==> src/sv/qlbs_pkg.sv <==
// Package: shared types and constants for the queued LED blink sequencer.
`default_nettype none
package qlbs_pkg;

    localparam int QUEUE_DEPTH = 8;
    localparam int PTR_W       = (QUEUE_DEPTH > 1) ? $clog2(QUEUE_DEPTH) : 1;
    localparam int FILL_W      = $clog2(QUEUE_DEPTH + 1);

    localparam int CMDQ_DEPTH  = 4;
    localparam int CMDQ_PTR_W  = $clog2(CMDQ_DEPTH);
    localparam int CMDQ_CNT_W  = $clog2(CMDQ_DEPTH + 1);

    localparam int ELAPSED_W   = 18;
    localparam logic [ELAPSED_W-1:0] ELAPSED_MAX = '1;
    localparam int GAP_SHIFT   = 2;

    localparam int  APB_ADDR_W = 3;
    localparam logic [APB_ADDR_W-1:0] ADDR_LED_ENABLE = 3'd0;

    typedef enum logic [1:0] {
        CMD_TICK  = 2'd0,
        CMD_BLINK = 2'd1,
        CMD_ON    = 2'd2,
        CMD_OFF   = 2'd3
    } t_cmd;

    typedef enum logic [1:0] {
        OP_TICK,
        OP_BLINK,
        OP_DIRECT
    } t_op_kind;

    typedef struct packed {
        logic [1:0]  command;
        logic [7:0]  blink_count;
        logic [15:0] phase_ms;
        logic        force_req;
    } t_in_item;

    typedef struct packed {
        logic led_lit;
        logic accepted;
        logic busy_res;
    } t_out_item;

    typedef struct packed {
        t_op_kind    kind;
        logic        level;
        logic        force_req;
        logic [7:0]  blink_count;
        logic [15:0] phase_ms;
    } t_op;

    typedef struct packed {
        logic full;
        logic empty;
    } t_cmdq_status;

endpackage
`default_nettype wire

==> src/sv/qlbs_front.sv <==
// Front end: accepts input requests, decodes them into operations.
`default_nettype none
module qlbs_front import qlbs_pkg::*; (
    input  wire logic         i_clk,
    input  wire logic         i_rst_n,
    input  wire logic         i_valid,
    input  wire t_in_item     i_data,
    output logic              o_stall,
    input  wire t_cmdq_status i_q_status,
    output logic              o_push,
    output t_op               o_op
);

    logic r_valid;
    logic n_valid;
    t_op  r_op;
    t_op  n_op;
    logic w_load;

    assign o_stall = r_valid && i_q_status.full;
    assign w_load  = i_valid && !o_stall;
    assign o_push  = r_valid && !i_q_status.full;
    assign o_op    = r_op;

    always_comb begin
        n_valid           = w_load || (r_valid && !o_push);
        n_op              = r_op;
        if (w_load) begin
            n_op.blink_count = i_data.blink_count;
            n_op.phase_ms    = i_data.phase_ms;
            n_op.force_req   = i_data.force_req;
            n_op.level       = 1'b0;
            unique case (t_cmd'(i_data.command))
                CMD_TICK:  n_op.kind = OP_TICK;
                CMD_BLINK: n_op.kind = OP_BLINK;
                CMD_ON: begin
                    n_op.kind  = OP_DIRECT;
                    n_op.level = 1'b1;
                end
                default:   n_op.kind = OP_DIRECT;
            endcase
        end
    end

    always_ff @(posedge i_clk) begin
        if (!i_rst_n) begin
            r_valid <= 1'b0;
        end else begin
            r_valid <= n_valid;
        end
        r_op <= n_op;
    end

endmodule
`default_nettype wire

==> src/sv/qlbs_cmdq.sv <==
// Short operation queue between front end and sequencer back end.
`default_nettype none
module qlbs_cmdq import qlbs_pkg::*; (
    input  wire logic    i_clk,
    input  wire logic    i_rst_n,
    input  wire logic    i_push,
    input  wire t_op     i_op,
    input  wire logic    i_pop,
    output t_op          o_op,
    output t_cmdq_status o_status
);

    t_op                   r_mem [CMDQ_DEPTH];
    logic [CMDQ_PTR_W-1:0] r_wr_ptr;
    logic [CMDQ_PTR_W-1:0] r_rd_ptr;
    logic [CMDQ_CNT_W-1:0] r_cnt;
    logic                  w_push;
    logic                  w_pop;

    assign o_status.full  = (r_cnt == CMDQ_CNT_W'(CMDQ_DEPTH));
    assign o_status.empty = (r_cnt == '0);
    assign w_push         = i_push && !o_status.full;
    assign w_pop          = i_pop && !o_status.empty;
    assign o_op           = r_mem[r_rd_ptr];

    always_ff @(posedge i_clk) begin
        if (!i_rst_n) begin
            r_wr_ptr <= '0;
            r_rd_ptr <= '0;
            r_cnt    <= '0;
        end else begin
            if (w_push) begin
                r_wr_ptr <= r_wr_ptr + 1'b1;
            end
            if (w_pop) begin
                r_rd_ptr <= r_rd_ptr + 1'b1;
            end
            if (w_push && !w_pop) begin
                r_cnt <= r_cnt + 1'b1;
            end else if (w_pop && !w_push) begin
                r_cnt <= r_cnt - 1'b1;
            end
        end
        if (w_push) begin
            r_mem[r_wr_ptr] <= i_op;
        end
    end

endmodule
`default_nettype wire

==> src/sv/qlbs_back.sv <==
// Back end: blink sequencer, request FIFO and result register.
`default_nettype none
module qlbs_back import qlbs_pkg::*; (
    input  wire logic         i_clk,
    input  wire logic         i_rst_n,
    input  wire logic         i_led_enable,
    input  wire t_op          i_op,
    input  wire t_cmdq_status i_q_status,
    output logic              o_pop,
    output logic              o_valid,
    output t_out_item         o_data,
    input  wire logic         i_stall
);

    logic                 r_led,     n_led;
    logic                 r_running, n_running;
    logic                 r_lit,     n_lit;
    logic                 r_gap,     n_gap;
    logic [7:0]           r_done,    n_done;
    logic [7:0]           r_wanted,  n_wanted;
    logic [ELAPSED_W-1:0] r_plen,    n_plen;
    logic [ELAPSED_W-1:0] r_elapsed, n_elapsed;
    logic [PTR_W-1:0]     r_rd_ptr,  n_rd_ptr;
    logic [PTR_W-1:0]     r_wr_ptr,  n_wr_ptr;
    logic [FILL_W-1:0]    r_fill,    n_fill;
    logic [23:0]          r_fifo [QUEUE_DEPTH];
    logic                 r_out_valid;
    t_out_item            r_out;

    logic                 w_go;
    logic                 w_wr;
    logic                 w_acc;
    logic [ELAPSED_W-1:0] w_el;
    logic [23:0]          w_head;

    assign w_go    = !i_q_status.empty && (!r_out_valid || !i_stall);
    assign o_pop   = w_go;
    assign o_valid = r_out_valid;
    assign o_data  = r_out;
    assign w_head  = r_fifo[r_rd_ptr];
    assign w_el    = (r_elapsed == ELAPSED_MAX) ? r_elapsed : r_elapsed + 1'b1;

    always_comb begin
        n_led     = r_led;
        n_running = r_running;
        n_lit     = r_lit;
        n_gap     = r_gap;
        n_done    = r_done;
        n_wanted  = r_wanted;
        n_plen    = r_plen;
        n_elapsed = r_elapsed;
        n_rd_ptr  = r_rd_ptr;
        n_wr_ptr  = r_wr_ptr;
        n_fill    = r_fill;
        w_wr      = 1'b0;
        w_acc     = 1'b1;
        unique case (i_op.kind)
            OP_TICK: begin
                if (r_running) begin
                    n_elapsed = w_el;
                    if (w_el > r_plen) begin
                        if (r_gap) begin
                            n_gap     = 1'b0;
                            n_running = 1'b0;
                        end else if (r_lit) begin
                            n_lit     = 1'b0;
                            n_elapsed = '0;
                            if (i_led_enable) begin
                                n_led = 1'b0;
                            end
                            if ({1'b0, r_done} + 9'd1 >= {1'b0, r_wanted}) begin
                                n_plen = r_plen << GAP_SHIFT;
                                n_gap  = 1'b1;
                            end
                        end else begin
                            n_done    = r_done + 8'd1;
                            n_lit     = 1'b1;
                            n_elapsed = '0;
                            if (i_led_enable) begin
                                n_led = 1'b1;
                            end
                        end
                    end
                end
                if (!n_running && r_fill != '0) begin
                    n_rd_ptr  = (r_rd_ptr == PTR_W'(QUEUE_DEPTH - 1)) ? '0 : r_rd_ptr + 1'b1;
                    n_fill    = r_fill - 1'b1;
                    n_wanted  = w_head[7:0];
                    n_plen    = {{(ELAPSED_W-16){1'b0}}, w_head[23:8]};
                    n_elapsed = '0;
                    n_lit     = 1'b1;
                    n_running = 1'b1;
                    n_done    = '0;
                    n_gap     = 1'b0;
                    if (i_led_enable) begin
                        n_led = 1'b1;
                    end
                end
            end
            OP_BLINK: begin
                if (r_fill != FILL_W'(QUEUE_DEPTH)) begin
                    w_wr     = 1'b1;
                    n_wr_ptr = (r_wr_ptr == PTR_W'(QUEUE_DEPTH - 1)) ? '0 : r_wr_ptr + 1'b1;
                    n_fill   = r_fill + 1'b1;
                end else begin
                    w_acc = 1'b0;
                end
            end
            default: begin
                if ((i_op.force_req || !r_running) && i_led_enable) begin
                    n_led = i_op.level;
                end
            end
        endcase
    end

    always_ff @(posedge i_clk) begin
        if (!i_rst_n) begin
            r_led       <= 1'b0;
            r_running   <= 1'b0;
            r_lit       <= 1'b1;
            r_gap       <= 1'b0;
            r_done      <= '0;
            r_wanted    <= '0;
            r_plen      <= '0;
            r_elapsed   <= '0;
            r_rd_ptr    <= '0;
            r_wr_ptr    <= '0;
            r_fill      <= '0;
            r_out_valid <= 1'b0;
        end else begin
            if (w_go) begin
                r_led     <= n_led;
                r_running <= n_running;
                r_lit     <= n_lit;
                r_gap     <= n_gap;
                r_done    <= n_done;
                r_wanted  <= n_wanted;
                r_plen    <= n_plen;
                r_elapsed <= n_elapsed;
                r_rd_ptr  <= n_rd_ptr;
                r_wr_ptr  <= n_wr_ptr;
                r_fill    <= n_fill;
            end
            if (w_go) begin
                r_out_valid <= 1'b1;
            end else if (!i_stall) begin
                r_out_valid <= 1'b0;
            end
        end
        if (w_go) begin
            r_out.led_lit  <= n_led;
            r_out.accepted <= w_acc;
            r_out.busy_res <= n_running;
        end
        if (w_go && w_wr) begin
            r_fifo[r_wr_ptr] <= {i_op.phase_ms, i_op.blink_count};
        end
    end

endmodule
`default_nettype wire

==> src/sv/queued_led_blink_sequencer_core.sv <==
// Top level: queued LED blink sequencer with APB enable register.
// Sustains one request per clock unless a stall holds it back. A request
// passes the front decode register, a four-entry operation queue and the
// sequencer, whose output register holds the result. Each request yields one
// result (LED level, accepted flag, busy flag). Blink requests wait in an
// eight-entry FIFO that the sequencer drains on 1 ms tick requests.
`default_nettype none
module queued_led_blink_sequencer_core import qlbs_pkg::*; (
    input  wire logic                  i_clk,
    input  wire logic                  i_rst_n,
    input  wire logic                  i_valid,
    input  wire t_in_item              i_data,
    output logic                       o_stall,
    output logic                       o_valid,
    output t_out_item                  o_data,
    input  wire logic                  i_stall,
    input  wire logic                  psel,
    input  wire logic                  penable,
    input  wire logic                  pwrite,
    input  wire logic [APB_ADDR_W-1:0] paddr,
    input  wire logic [31:0]           pwdata,
    output logic [31:0]                prdata,
    output logic                       pready
);

    logic         r_led_enable;
    logic         w_push;
    logic         w_pop;
    t_op          w_front_op;
    t_op          w_q_op;
    t_cmdq_status w_q_status;

    assign pready = 1'b1;
    assign prdata = (paddr == ADDR_LED_ENABLE) ? {31'd0, r_led_enable} : 32'd0;

    always_ff @(posedge i_clk) begin
        if (!i_rst_n) begin
            r_led_enable <= 1'b1;
        end else if (psel && penable && pwrite && pready && paddr == ADDR_LED_ENABLE) begin
            r_led_enable <= pwdata[0];
        end
    end

    qlbs_front u_front (
        .i_clk      (i_clk),
        .i_rst_n    (i_rst_n),
        .i_valid    (i_valid),
        .i_data     (i_data),
        .o_stall    (o_stall),
        .i_q_status (w_q_status),
        .o_push     (w_push),
        .o_op       (w_front_op)
    );

    qlbs_cmdq u_cmdq (
        .i_clk    (i_clk),
        .i_rst_n  (i_rst_n),
        .i_push   (w_push),
        .i_op     (w_front_op),
        .i_pop    (w_pop),
        .o_op     (w_q_op),
        .o_status (w_q_status)
    );

    qlbs_back u_back (
        .i_clk        (i_clk),
        .i_rst_n      (i_rst_n),
        .i_led_enable (r_led_enable),
        .i_op         (w_q_op),
        .i_q_status   (w_q_status),
        .o_pop        (w_pop),
        .o_valid      (o_valid),
        .o_data       (o_data),
        .i_stall      (i_stall)
    );

endmodule
`default_nettype wire

==> config.mk <==
export PLATFORM = sky130hd
export DESIGN_NAME = queued_led_blink_sequencer_core
export DESIGN_NICKNAME = d
export VERILOG_FILES = /design/src/sv/qlbs_pkg.sv /design/src/sv/qlbs_front.sv /design/src/sv/qlbs_cmdq.sv /design/src/sv/qlbs_back.sv /design/src/sv/queued_led_blink_sequencer_core.sv
export SDC_FILE = /design/constraint.sdc
export NUM_CORES = 1
export LEC_CHECK = 0
export ABC_AREA = 0
export BUFFER_PORTS_ARGS = -buffer_cell sky130_fd_sc_hd__clkbuf_2
export CAP_MARGIN = 0
export CORE_ASPECT_RATIO = 2
export CORE_MARGIN = 2
export CORE_UTILIZATION = 64
export CTS_CLUSTER_SIZE = 25
export DETAILED_ROUTE_END_ITERATION = 10
export GPL_TIMING_DRIVEN = 0
export PLACE_DENSITY = 0.93
export SKIP_CTS_REPAIR_TIMING = 1
export SYNTH_ARGS = -nofsm -noshare
export SYNTH_HDL_FRONTEND = slang
export SYNTH_SLANG_ARGS = --single-unit
==> constraint.sdc <==
create_clock -name i_clk -period 6.2 [get_ports i_clk]
set_input_delay 0.62 -clock i_clk [delete_from_list [all_inputs] [get_ports i_clk]]
set_output_delay 0.62 -clock i_clk [all_outputs]
set_load 0.05 [all_outputs]
==> results.md, run 1 <==
- Run status: complete, no violations
- Final wirelength: 41.40 mm
- Placeable Area: 26690 um^2
- Clk pin slew, worst setup/hold paths: ~70 ps
- FP Rows: between 80 and 90
- Leakage: approximately 6.7 nW
- Critical-path maximum fanout: 10
- EDFF count, synth: about 340
- Post-synthesis mux area share: about an eighth
- Final antenna-violating net count: 0
- Worst path most repeated cell: nor2_1
- R2R cell count: 17
- Number of remaining DRC errors: 0
- PD cells: ~380 nW/um^2
- Synth warn: 0
- Count of final hold-check violations: 0
- H-tree levels: 2
- Clock Sinks: approximately 420
- Synth Area in Compound Gates: ~5.1%
- Critical Path Sink Type: flip-flop
- Final HPWL DP: 26.62 mm
- DR WL/cell: around 26 um
- Worst setup SP type: flip-flop
- Gpl congestion: between 0.8 and 0.9
- GRT Overall Usage: 30.05%
- Post-Synth Simple-Gate Area: between 6 and 7%
- Nets: approximately 1300
- Crit path time final: 5414 ps
- P&R area growth vs syn: 12.66%
- Max_cap viols: 0
- Adder-cell share of the synthesized area: 3.066%
- Post-synth top cells: 335 x edfxtp_1, 81 x dfxtp_1, 76 x mux4_2, 74 x nand2_1, 39 x ha_1
- Post-Route Skew: about 17 ps
- Data arrival, critical path: around 5900 ps
- Slowest-stage cell, CP: a2111oi_0
- DR iter-0 viols: ~1100
- Initial core utilization: ~65%
- Largest net degree at the start of global routing: 29
- Vias: ~10000
- CP Class: reg2reg
- Worst-margin pin slew: 1207 ps
- Ys flop type: edfxtp_1
- First-pass GRT wire length: slightly above 60 mm
- WP data required: about 6700 ps
- Hold Crit Class: in2reg
- Slew HR: a little under a fifth
- CP max stage delay: roughly 800 ps
- Share of the synthesized area in the top cell type: about three fifths
- TritonRoute pass-1 iters: 5
- Die Height: about 240 um
- RSZ-0062 raised after global routing: false
- Syn avg cell area: roughly 16 um^2
- Final setup violation count: 0
- Combinational family with the most area after synthesis: multiplexers
- Setup ws final: around 800 ps
- DIE AREA: around 28000 um^2
- Vias in the first global route: 10520
- I/O pin total: 107
- Count leader, synth: edfxtp_1
- TritonCTS Buffers: 36
- Initial antenna violation count: 0
- Die width: 120.0 um
- Area of the multi-input gates: between 5000 and 6000 um^2
- Top cell type by total area after synthesis: edfxtp_1
- CTS tree: yes
- Share of synthesized registers carrying an async set or reset: 0%
- Cell area after synthesis: ~17000 um^2
- Layout cells sized above 1: a little over a fifth
- CTS Root Cell: clkbuf_16
- Clock latency at the later pin of the worst-skew pair: between 500 and 600 ps
- VDD IR max: around 0.36 mV
- Post-Synth XOR/XNOR Area: between 1.5 and 2%
- FF/Latch Area: between 10000 and 15000 um^2
- Sequential fraction of the synthesis area: ~68%
- Cells after Synth: between 1000 and 1500
- Final TNS setup: 0 ps
- Cell Chain, Critical Path: and4_1 > nand3_1 > nor4_2 > or2_2 > nor2_1 > xor2_1 > ha_1 > a211oi_1 > nor2_1 > a2111oi_0 > o2bb2ai_1 > a21oi_1 > a21o_1 > buf_2 > buf_6 > nand2_1 > a21boi_1
- Top post-synthesis cells by area: edfxtp_1 58%, mux4_2 9.9%, dfxtp_1 9.4%
- Port Buffer Count: 43
- Worst Hold Slack: 246.2 ps
- CTS Buffer Depth: 3
- Max Slew Vio Count: 0
- Post-place setup slack: approximately 770 ps
- Fmax: 0.1847 GHz
- Total power: between 7 and 8 mW
- Ant diodes: 0
- Fill count: 1490
- Yosys reg bits: between 400 and 500
- Vias per cell: between 6 and 7
- Tcrit/Tclk final: ~87%
- Hold Path Stages: 1
- Grt ovf: 0
- Yosys cell types: between 50 and 60
## worst max-delay path: cells and delay by family, from the launching register on
kind	cells	cell delay, ps
flops	1	440
xor+xnor	1	190
simple gates	7	1680
compound gates	6	2280
fa+ha+maj	1	300
buf+inv	2	420
## flip-flops by register name, indices dropped and copies added (netlist names), 4 cells and up, named ones only
name,count
u_back.r_fifo,192
u_cmdq.r_mem,112
u_front.o_op,28
u_back.r_elapsed,18
u_back.r_plen,18
u_back.r_done,8
u_back.r_wanted,8
u_back.r_fill,4
## per-stage QoR
step	util [%]	cell area, um^2	cells
CTS	72.65	19390	1569
floorplan	-	17340	1097
detailed placement	68.47	18280	1504
global placement	67.38	17990	1488
finish	72.68	19400	1569
global route	72.68	19400	1569
## path summary, 6_finish.rpt
kind                             start                 to  slack [ps]
hold / removal              i_data[11]   u_front.o_op[10]         250
hold reg to reg      u_back.r_plen[13]  u_back.r_plen[13]         500
setup reg to reg  u_back.r_elapsed[12]  u_back.r_plen[15]         790
setup / recovery  u_back.r_elapsed[12]  u_back.r_plen[15]         790
## final cells by class
type                            count  share of cell area [%]
Timing Repair Buffer               59                   2.386
Tap cell                          348                   2.244
Clock buffer                       45                   4.920
Inverter                           38                  0.7352
Buffer                             73                   2.212
Clock inverter                     20                  0.8383
Multi-Input combinational cell    570                   26.46
Sequential cell                   416                   60.20
## power breakdown
part,switching [mW],internal (mW),total [mW]
logic,1.13,0.606,1.74
clock network,1.00,1.19,2.19
registers,0.128,3.39,3.51
total,2.26,5.18,7.44
## cells in the final DEF (no fill, tap or decap), types with 19 or more instances in the layout
| cell type | n |
|---|---|
| xor2_1 | 20 |
| nand3_1 | 19 |
| edfxtp_1 | 335 |
| inv_1 | 38 |
| clkbuf_1 | 29 |
| clkbuf_16 | 36 |
| conb_1 | 32 |
| dfxtp_1 | 81 |
| nand2_1 | 74 |
| ha_1 | 39 |
| clkbuf_2 | 43 |
| mux2i_1 | 38 |
| mux4_2 | 76 |
| nor2_1 | 36 |
| a21oi_1 | 19 |
| o21ai_0 | 19 |
| buf_4 | 33 |
## kinds of logic after synthesis
group / Yosys count
compound gates: 119
other cells: 2
simple gates: 225
mux: 117
xor+xnor: 36
fa+ha+maj: 41
buf+inv: 111
flops: 416
## layer usage
metal  track usage [%]  share of wire, %  wire length, um  vias to the layer above
li1                  -                 -                -                     4267
met1             32.50                32            13080                     5066
met2             52.93                54            22300                      655
met3             5.198               6.9             2870                      194
met4             20.32               7.6             3156                        0
met5                 0                 0                0                        -
Power figures use the tool's default switching activity.
==> inputs of run 2 (changes only) <==
--- a/config.mk
+++ b/config.mk
@@ -11,10 +11,11 @@
 export CORE_ASPECT_RATIO = 2
 export CORE_MARGIN = 2
 export CORE_UTILIZATION = 64
+export CTS_CLUSTER_DIAMETER = 30
 export CTS_CLUSTER_SIZE = 25
 export DETAILED_ROUTE_END_ITERATION = 10
 export GPL_TIMING_DRIVEN = 0
-export PLACE_DENSITY = 0.93
+export PLACE_DENSITY = 0.82
 export SKIP_CTS_REPAIR_TIMING = 1
 export SYNTH_ARGS = -nofsm -noshare
 export SYNTH_HDL_FRONTEND = slang
==> run 2 against run 1 <==
Clock power up 9.1%. Highest routed layer unchanged. Sequential share of layout area shrank 0.50 points. Final cell count grew 0.19%. Critical endpoint is now u_back.r_plen[10]. Register-to-register slack worse by 80 ps. Critical path type unchanged. Count of clock-buffer cells in the layout is 4 lower.
==> results.md, run 2 (synthesis results as in run 1) <==
- Final HPWL DP: 24.09 mm
- TritonCTS Buffers: 38
- Worst setup SP type: flip-flop
- Clock latency at the later pin of the worst-skew pair: approximately 550 ps
- Largest net degree at the start of global routing: 29
- Run status: complete, no violations
- Critical Path Sink Type: flip-flop
- Post-place setup slack: between 800 and 900 ps
- CTS Root Cell: clkbuf_16
- Dpl cells: approximately 1500
- P&R area growth vs syn: 13.61%
- GRT Overall Usage: between 20 and 30%
- Nets: ~1300
- Gpl congestion: ~0.84
- Die Height: between 200 and 250 um
- CP delay by family, top: compound AO/OA/AOI/OAI gates
- Max_cap viols: 0
- Clock Sinks: 416
- Grt ovf: 0
- Tcrit/Tclk final: about nine tenths
- Vias in the first global route: between 9000 and 10000
- Fill count: ~1600
- Initial antenna violation count: 0
- Final setup violation count: 0
- Vias per cell: 6.101
- Slowest-stage cell, CP: nor4_1
- Max Slew Vio Count: 0
- Worst path most repeated cell: nor2_1
- CP bufs+invs: 2
- Layout cells sized above 1: 21.73%
- Data arrival, critical path: just under 6000 ps
- Number of remaining DRC errors: 0
- I/O pin total: about 110
- CP Class: reg2reg
- Largest register FFs: 192
- Slew HR: 26.28%
- Worst Hold Slack: 252.6 ps
- Port Buffer Count: between 40 and 50
- Setup ws final: between 700 and 800 ps
- First-pass GRT wire length: between 50 and 60 mm
- CTS tree: yes
- CTS Buffer Depth: 3
- Fmax: roughly 0.18 GHz
- Leakage: approximately 6.7 nW
- Fin cells: between 1500 and 2000
- Crit path time final: 5494 ps
- DR iter-0 viols: 763
- Final antenna-violating net count: 0
- Biggest register: u_back.r_fifo
- Final TNS setup: 0 ps
- FP Rows: 85
- Count of final hold-check violations: 0
- WP data required: roughly 6700 ps
- DR WL/cell: 23.46 um
- Ant diodes: 0
- H-tree levels: 2
- Cell Chain, Critical Path: and2_1 > nand4_1 > nor4_1 > or2_2 > nor2_1 > xor2_1 > ha_1 > a211oi_1 > nor2_1 > a2111oi_0 > o2bb2ai_1 > a21oi_1 > a21o_1 > buf_2 > buf_6 > nand2_1 > a21boi_1
- Die width: 120.0 um
- Vias: ~9600
- CP max stage delay: ~960 ps
- Critical-path maximum fanout: 10
- PD cells: approximately 390 nW/um^2
- Most common cell after layout, fill and taps aside: edfxtp_1
- Initial core utilization: approximately 65%
- Post-Route Skew: 22.53 ps
- Placeable Area: 26690 um^2
- VDD IR max: between 0.3 and 0.4 mV
- Commonest non-fill, non-tap cells in the layout: 335 x edfxtp_1, 81 x dfxtp_1, 76 x mux4_2, 74 x nand2_1, 43 x clkbuf_2
- TritonRoute pass-1 iters: 6
- Final wirelength: 36.88 mm
- Clk pin slew, worst setup/hold paths: roughly 70 ps
- Worst-margin pin slew: 1096 ps
- Hold Crit Class: in2reg
- DIE AREA: between 20000 and 30000 um^2
- RSZ-0062 raised after global routing: false
[run 2: cell types whose count changed in the layout (fill, tap and decap cells not counted), sizes merged]
cell	delta
clkinvlp	+1
clkbuf	-4
clkinv	-3
inv	+9
[run 2: final cells by class]
cell class,count,area [um^2],share of cell area [%]
Tap cell,348,435.4,2.225
Timing Repair Buffer,59,446.7,2.283
Multi-Input combinational cell,570,5127,26.21
Inverter,38,142.6,0.7290
Clock inverter,27,320.3,1.637
Sequential cell,416,11680,59.70
Clock buffer,41,983.4,5.026
Buffer,73,429.2,2.193
[run 2: routing by layer]
metal	track usage [%]	vias to the layer above	wire, um
met4	12.51	0	1689
met2	49.12	354	20620
met5	0	-	0
met1	31.42	4855	13070
li1	-	4287	-
met3	3.506	94	1497
[run 2: final timing paths]
check / endpoint / slack, ps / from / depth (start not counted)
min: u_front.o_op[15] / 250 / i_data[16] / 1
max reg2reg: u_back.r_plen[10] / 710 / u_back.r_elapsed[6] / 17
min reg2reg: u_back.r_plen[5] / 490 / u_back.r_plen[5] / 2
max: u_back.r_plen[10] / 710 / u_back.r_elapsed[6] / 17
[run 2: report_power, final]
| part | total (mW) | switching, mW | internal [mW] |
|---|---|---|---|
| logic | 1.68 | 1.08 | 0.598 |
| clock network | 2.39 | 1.10 | 1.29 |
| registers | 3.50 | 0.113 | 3.38 |
| total | 7.57 | 2.29 | 5.28 |
[run 2: per-stage QoR]
| step | total power, mW | util, % | instance area (um^2) |
|---|---|---|---|
| final | 7.568 | 73.30 | 19570 |
| after global routing | 7.833 | 73.30 | 19570 |
| after CTS | 7.594 | 73.30 | 19570 |
| after detailed placement | 5.185 | 68.41 | 18260 |
| after global placement | 5.060 | 67.38 | 17990 |
| after floorplan | 4.700 | - | 17340 |
==> inputs of run 3 (changes only) <==
--- a/config.mk
+++ b/config.mk
@@ -15,7 +15,7 @@
 export CTS_CLUSTER_SIZE = 25
 export DETAILED_ROUTE_END_ITERATION = 10
 export GPL_TIMING_DRIVEN = 0
-export PLACE_DENSITY = 0.82
+export PLACE_DENSITY_LB_ADDON = 0.08
 export SKIP_CTS_REPAIR_TIMING = 1
 export SYNTH_ARGS = -nofsm -noshare
 export SYNTH_HDL_FRONTEND = slang
==> run 3 against run 2 <==
First-iteration DRC count down 3.5%. Sequential power about the same. Final cell count up 0.32%. Cell area up 0.49%. Utilization up 0.36 points. Via count down 2.6%. Largest power group unchanged.
==> results.md, run 3 (synthesis results as in run 1) <==
- Run status: complete, no violations
- P_sw: ~2.3 mW
- Setup slack, reg-to-reg: just over 700 ps
- Design area: 19660 um^2
- Max_cap viols: 0
- Most common cell after layout, fill and taps aside: edfxtp_1
- Count of final hold-check violations: 0
- Worst-margin pin slew: 1194 ps
- Critical-path maximum fanout: 10
- Slew HR: between 20% and 30%
- Port Buffer Count: 43
- Seq pwr share: around 45%
- Final setup violation count: 0
- Dpl cells: roughly 1500
- Data arrival, critical path: between 5000 and 6000 ps
- Max Used Layer: met4
- Reg-to-reg critical path endpoint: u_back.r_plen[14]
- Final antenna-violating net count: 0
- I/O pin total: approximately 110
- Vias per cell: ~5.9
- Cell Chain, Critical Path: and2_1 > nand4_1 > nor4_1 > or2_2 > nor2_1 > xor2_1 > ha_1 > a211oi_1 > nor2_1 > a2111oi_0 > o2bb2ai_1 > a21oi_1 > a21o_1 > buf_2 > buf_6 > nand2_1 > a21boi_1
- Met2 WL: between 15 and 20 mm
- Layout cells sized above 1: 22.29%
- Routed met3 length: approximately 1.4 mm
- P&R area growth vs syn: 14.16%
- Number of remaining DRC errors: 0
- Gpl congestion: 0.8495
- H-tree levels: 2
- Clock latency at the later pin of the worst-skew pair: roughly 570 ps
- Post-DP Area: approximately 18000 um^2
- Grt ovf: 0
- Critical Path Sink Type: flip-flop
- TritonRoute pass-1 iters: 5
- Internal power: 5.374 mW
- Leakage: around 6.8 nW
- Largest register FFs: ~190
- Fin cells: 1577
- Slowest-stage cell, CP: nor4_1
- Switching share of power: a little over 30%
- Worst setup SP type: flip-flop
- Final TNS setup: 0 ps
- DIE AREA: ~28000 um^2
- R2R cell count: 17
- Tcrit/Tclk final: roughly 89%
- Fmax: between 0.15 and 0.2 GHz
- TritonCTS Buffers: 40
- GRT Overall Usage: between 20 and 30%
- PD cells: about 400 nW/um^2
- DR WL/cell: around 22 um
- Hold_sp: i_data[13]
- Largest net degree at the start of global routing: 29
- CTS tree: yes
- Nets: around 1300
- CP delay by family, top: compound AO/OA/AOI/OAI gates
- WP data required: 6680 ps
- Max Slew Vio Count: 0
- Vias in the first global route: about 9600
- Ant diodes: 0
- CP Class: reg2reg
- Reg-to-Reg Start: u_back.r_elapsed[6]
- Clk pin slew, worst setup/hold paths: 70 ps
- Post-Route Skew: roughly 23 ps
- Biggest register: u_back.r_fifo
- FP Rows: 85
- Combinational share of power: a little over a fifth
- Die Height: between 200 and 250 um
- CTS Root Cell: clkbuf_16
- Final HPWL DP: between 20 and 25 mm
- Initial core utilization: around 65%
- M1 WL: about 13 mm
- Commonest non-fill, non-tap cells in the layout: 335 x edfxtp_1, 81 x dfxtp_1, 76 x mux4_2, 74 x nand2_1, 43 x clkbuf_2
- CP max stage delay: 1000 ps
- Hold Path Stages: 1
- DR iter-0 viols: around 740
- Final wirelength: roughly 35 mm
- VDD IR max: 0.3448 mV
- Worst Hold Slack: 224.1 ps
- Worst path most repeated cell: nor2_1
- Placeable Area: 26690 um^2
- First-pass GRT wire length: roughly 54 mm
- Worst Hold Path EP: u_front.o_op[12]
- Vias: 9339
- Initial antenna violation count: 0
- Clock power share: ~33%
- Clock Sinks: 416
- CP bufs+invs: 2
- RSZ-0062 raised after global routing: false
- CTS Buffer Depth: 3
- Crit path time final: 5495 ps
- Hold Crit Class: in2reg
- Die width: about 120 um
==> run 3: cell types whose count changed in the layout (fill, tap and decap cells not counted), moves of 2 or more <==
cell and change:
inv_8 +5, clkinv_2 -2, buf_8 +2, buf_16 -2
clkinv_8 +2, and2_2 +2, and2_1 -2
==> run 3: final cells by class <==
type                            instances  area (um^2)
Clock buffer                           42         1008
Fill cell                            1624         7033
Timing Repair Buffer                   58        410.4
Multi-Input combinational cell        570         5135
Inverter                               38        142.6
Buffer                                 73        429.2
Tap cell                              348        435.4
Sequential cell                       416        11680
Clock inverter                         32        419.2
==> run 3: metal layers <==
| metal | GRT usage [%] | vias up |
|---|---|---|
| met5 | 0 | - |
| met4 | 13.51 | 0 |
| met3 | 3.240 | 91 |
| met2 | 45.18 | 259 |
| met1 | 29.90 | 4692 |
| li1 | - | 4297 |
==> run 3: worst max-delay path by stage <==
stage,cells after the start,startpoint,slack (ps),endpoint
after global routing,17,u_back.r_elapsed[6],310,u_back.r_plen[13]
after CTS,17,u_back.r_elapsed[12],810,u_back.r_plen[14]
final,17,u_back.r_elapsed[6],700,u_back.r_plen[14]
after floorplan,6,flip-flop,1910,u_back.r_fifo[6][0]
after detailed placement,17,u_back.r_elapsed[12],900,u_back.r_plen[14]
after global placement,6,flip-flop,-320,u_back.r_fifo[2][22]
==> run 3: power by group through the flow <==
stage          logic [mW]  registers, mW  clock network [mW]
2_1_floorplan        1.15           3.55                   0
3_3_place_gp         1.53           3.54                   0
3_5_place_dp         1.63           3.55                   0
4_1_cts              1.65           3.49                2.60
5_1_grt              1.80           3.51                2.69
6_report             1.65           3.49                2.56
==> run 3: stage by stage <==
| stage | worst slack [ps] | utilization (%) | total power, mW |
|---|---|---|---|
| after floorplan | 1909 | - | 4.700 |
| final | 704.6 | 73.65 | 7.700 |
| after global routing | 312.5 | 73.65 | 7.994 |
| after global placement | -317.7 | 67.38 | 5.072 |
| after CTS | 812.5 | 73.65 | 7.740 |
| after detailed placement | 901.3 | 68.31 | 5.175 |
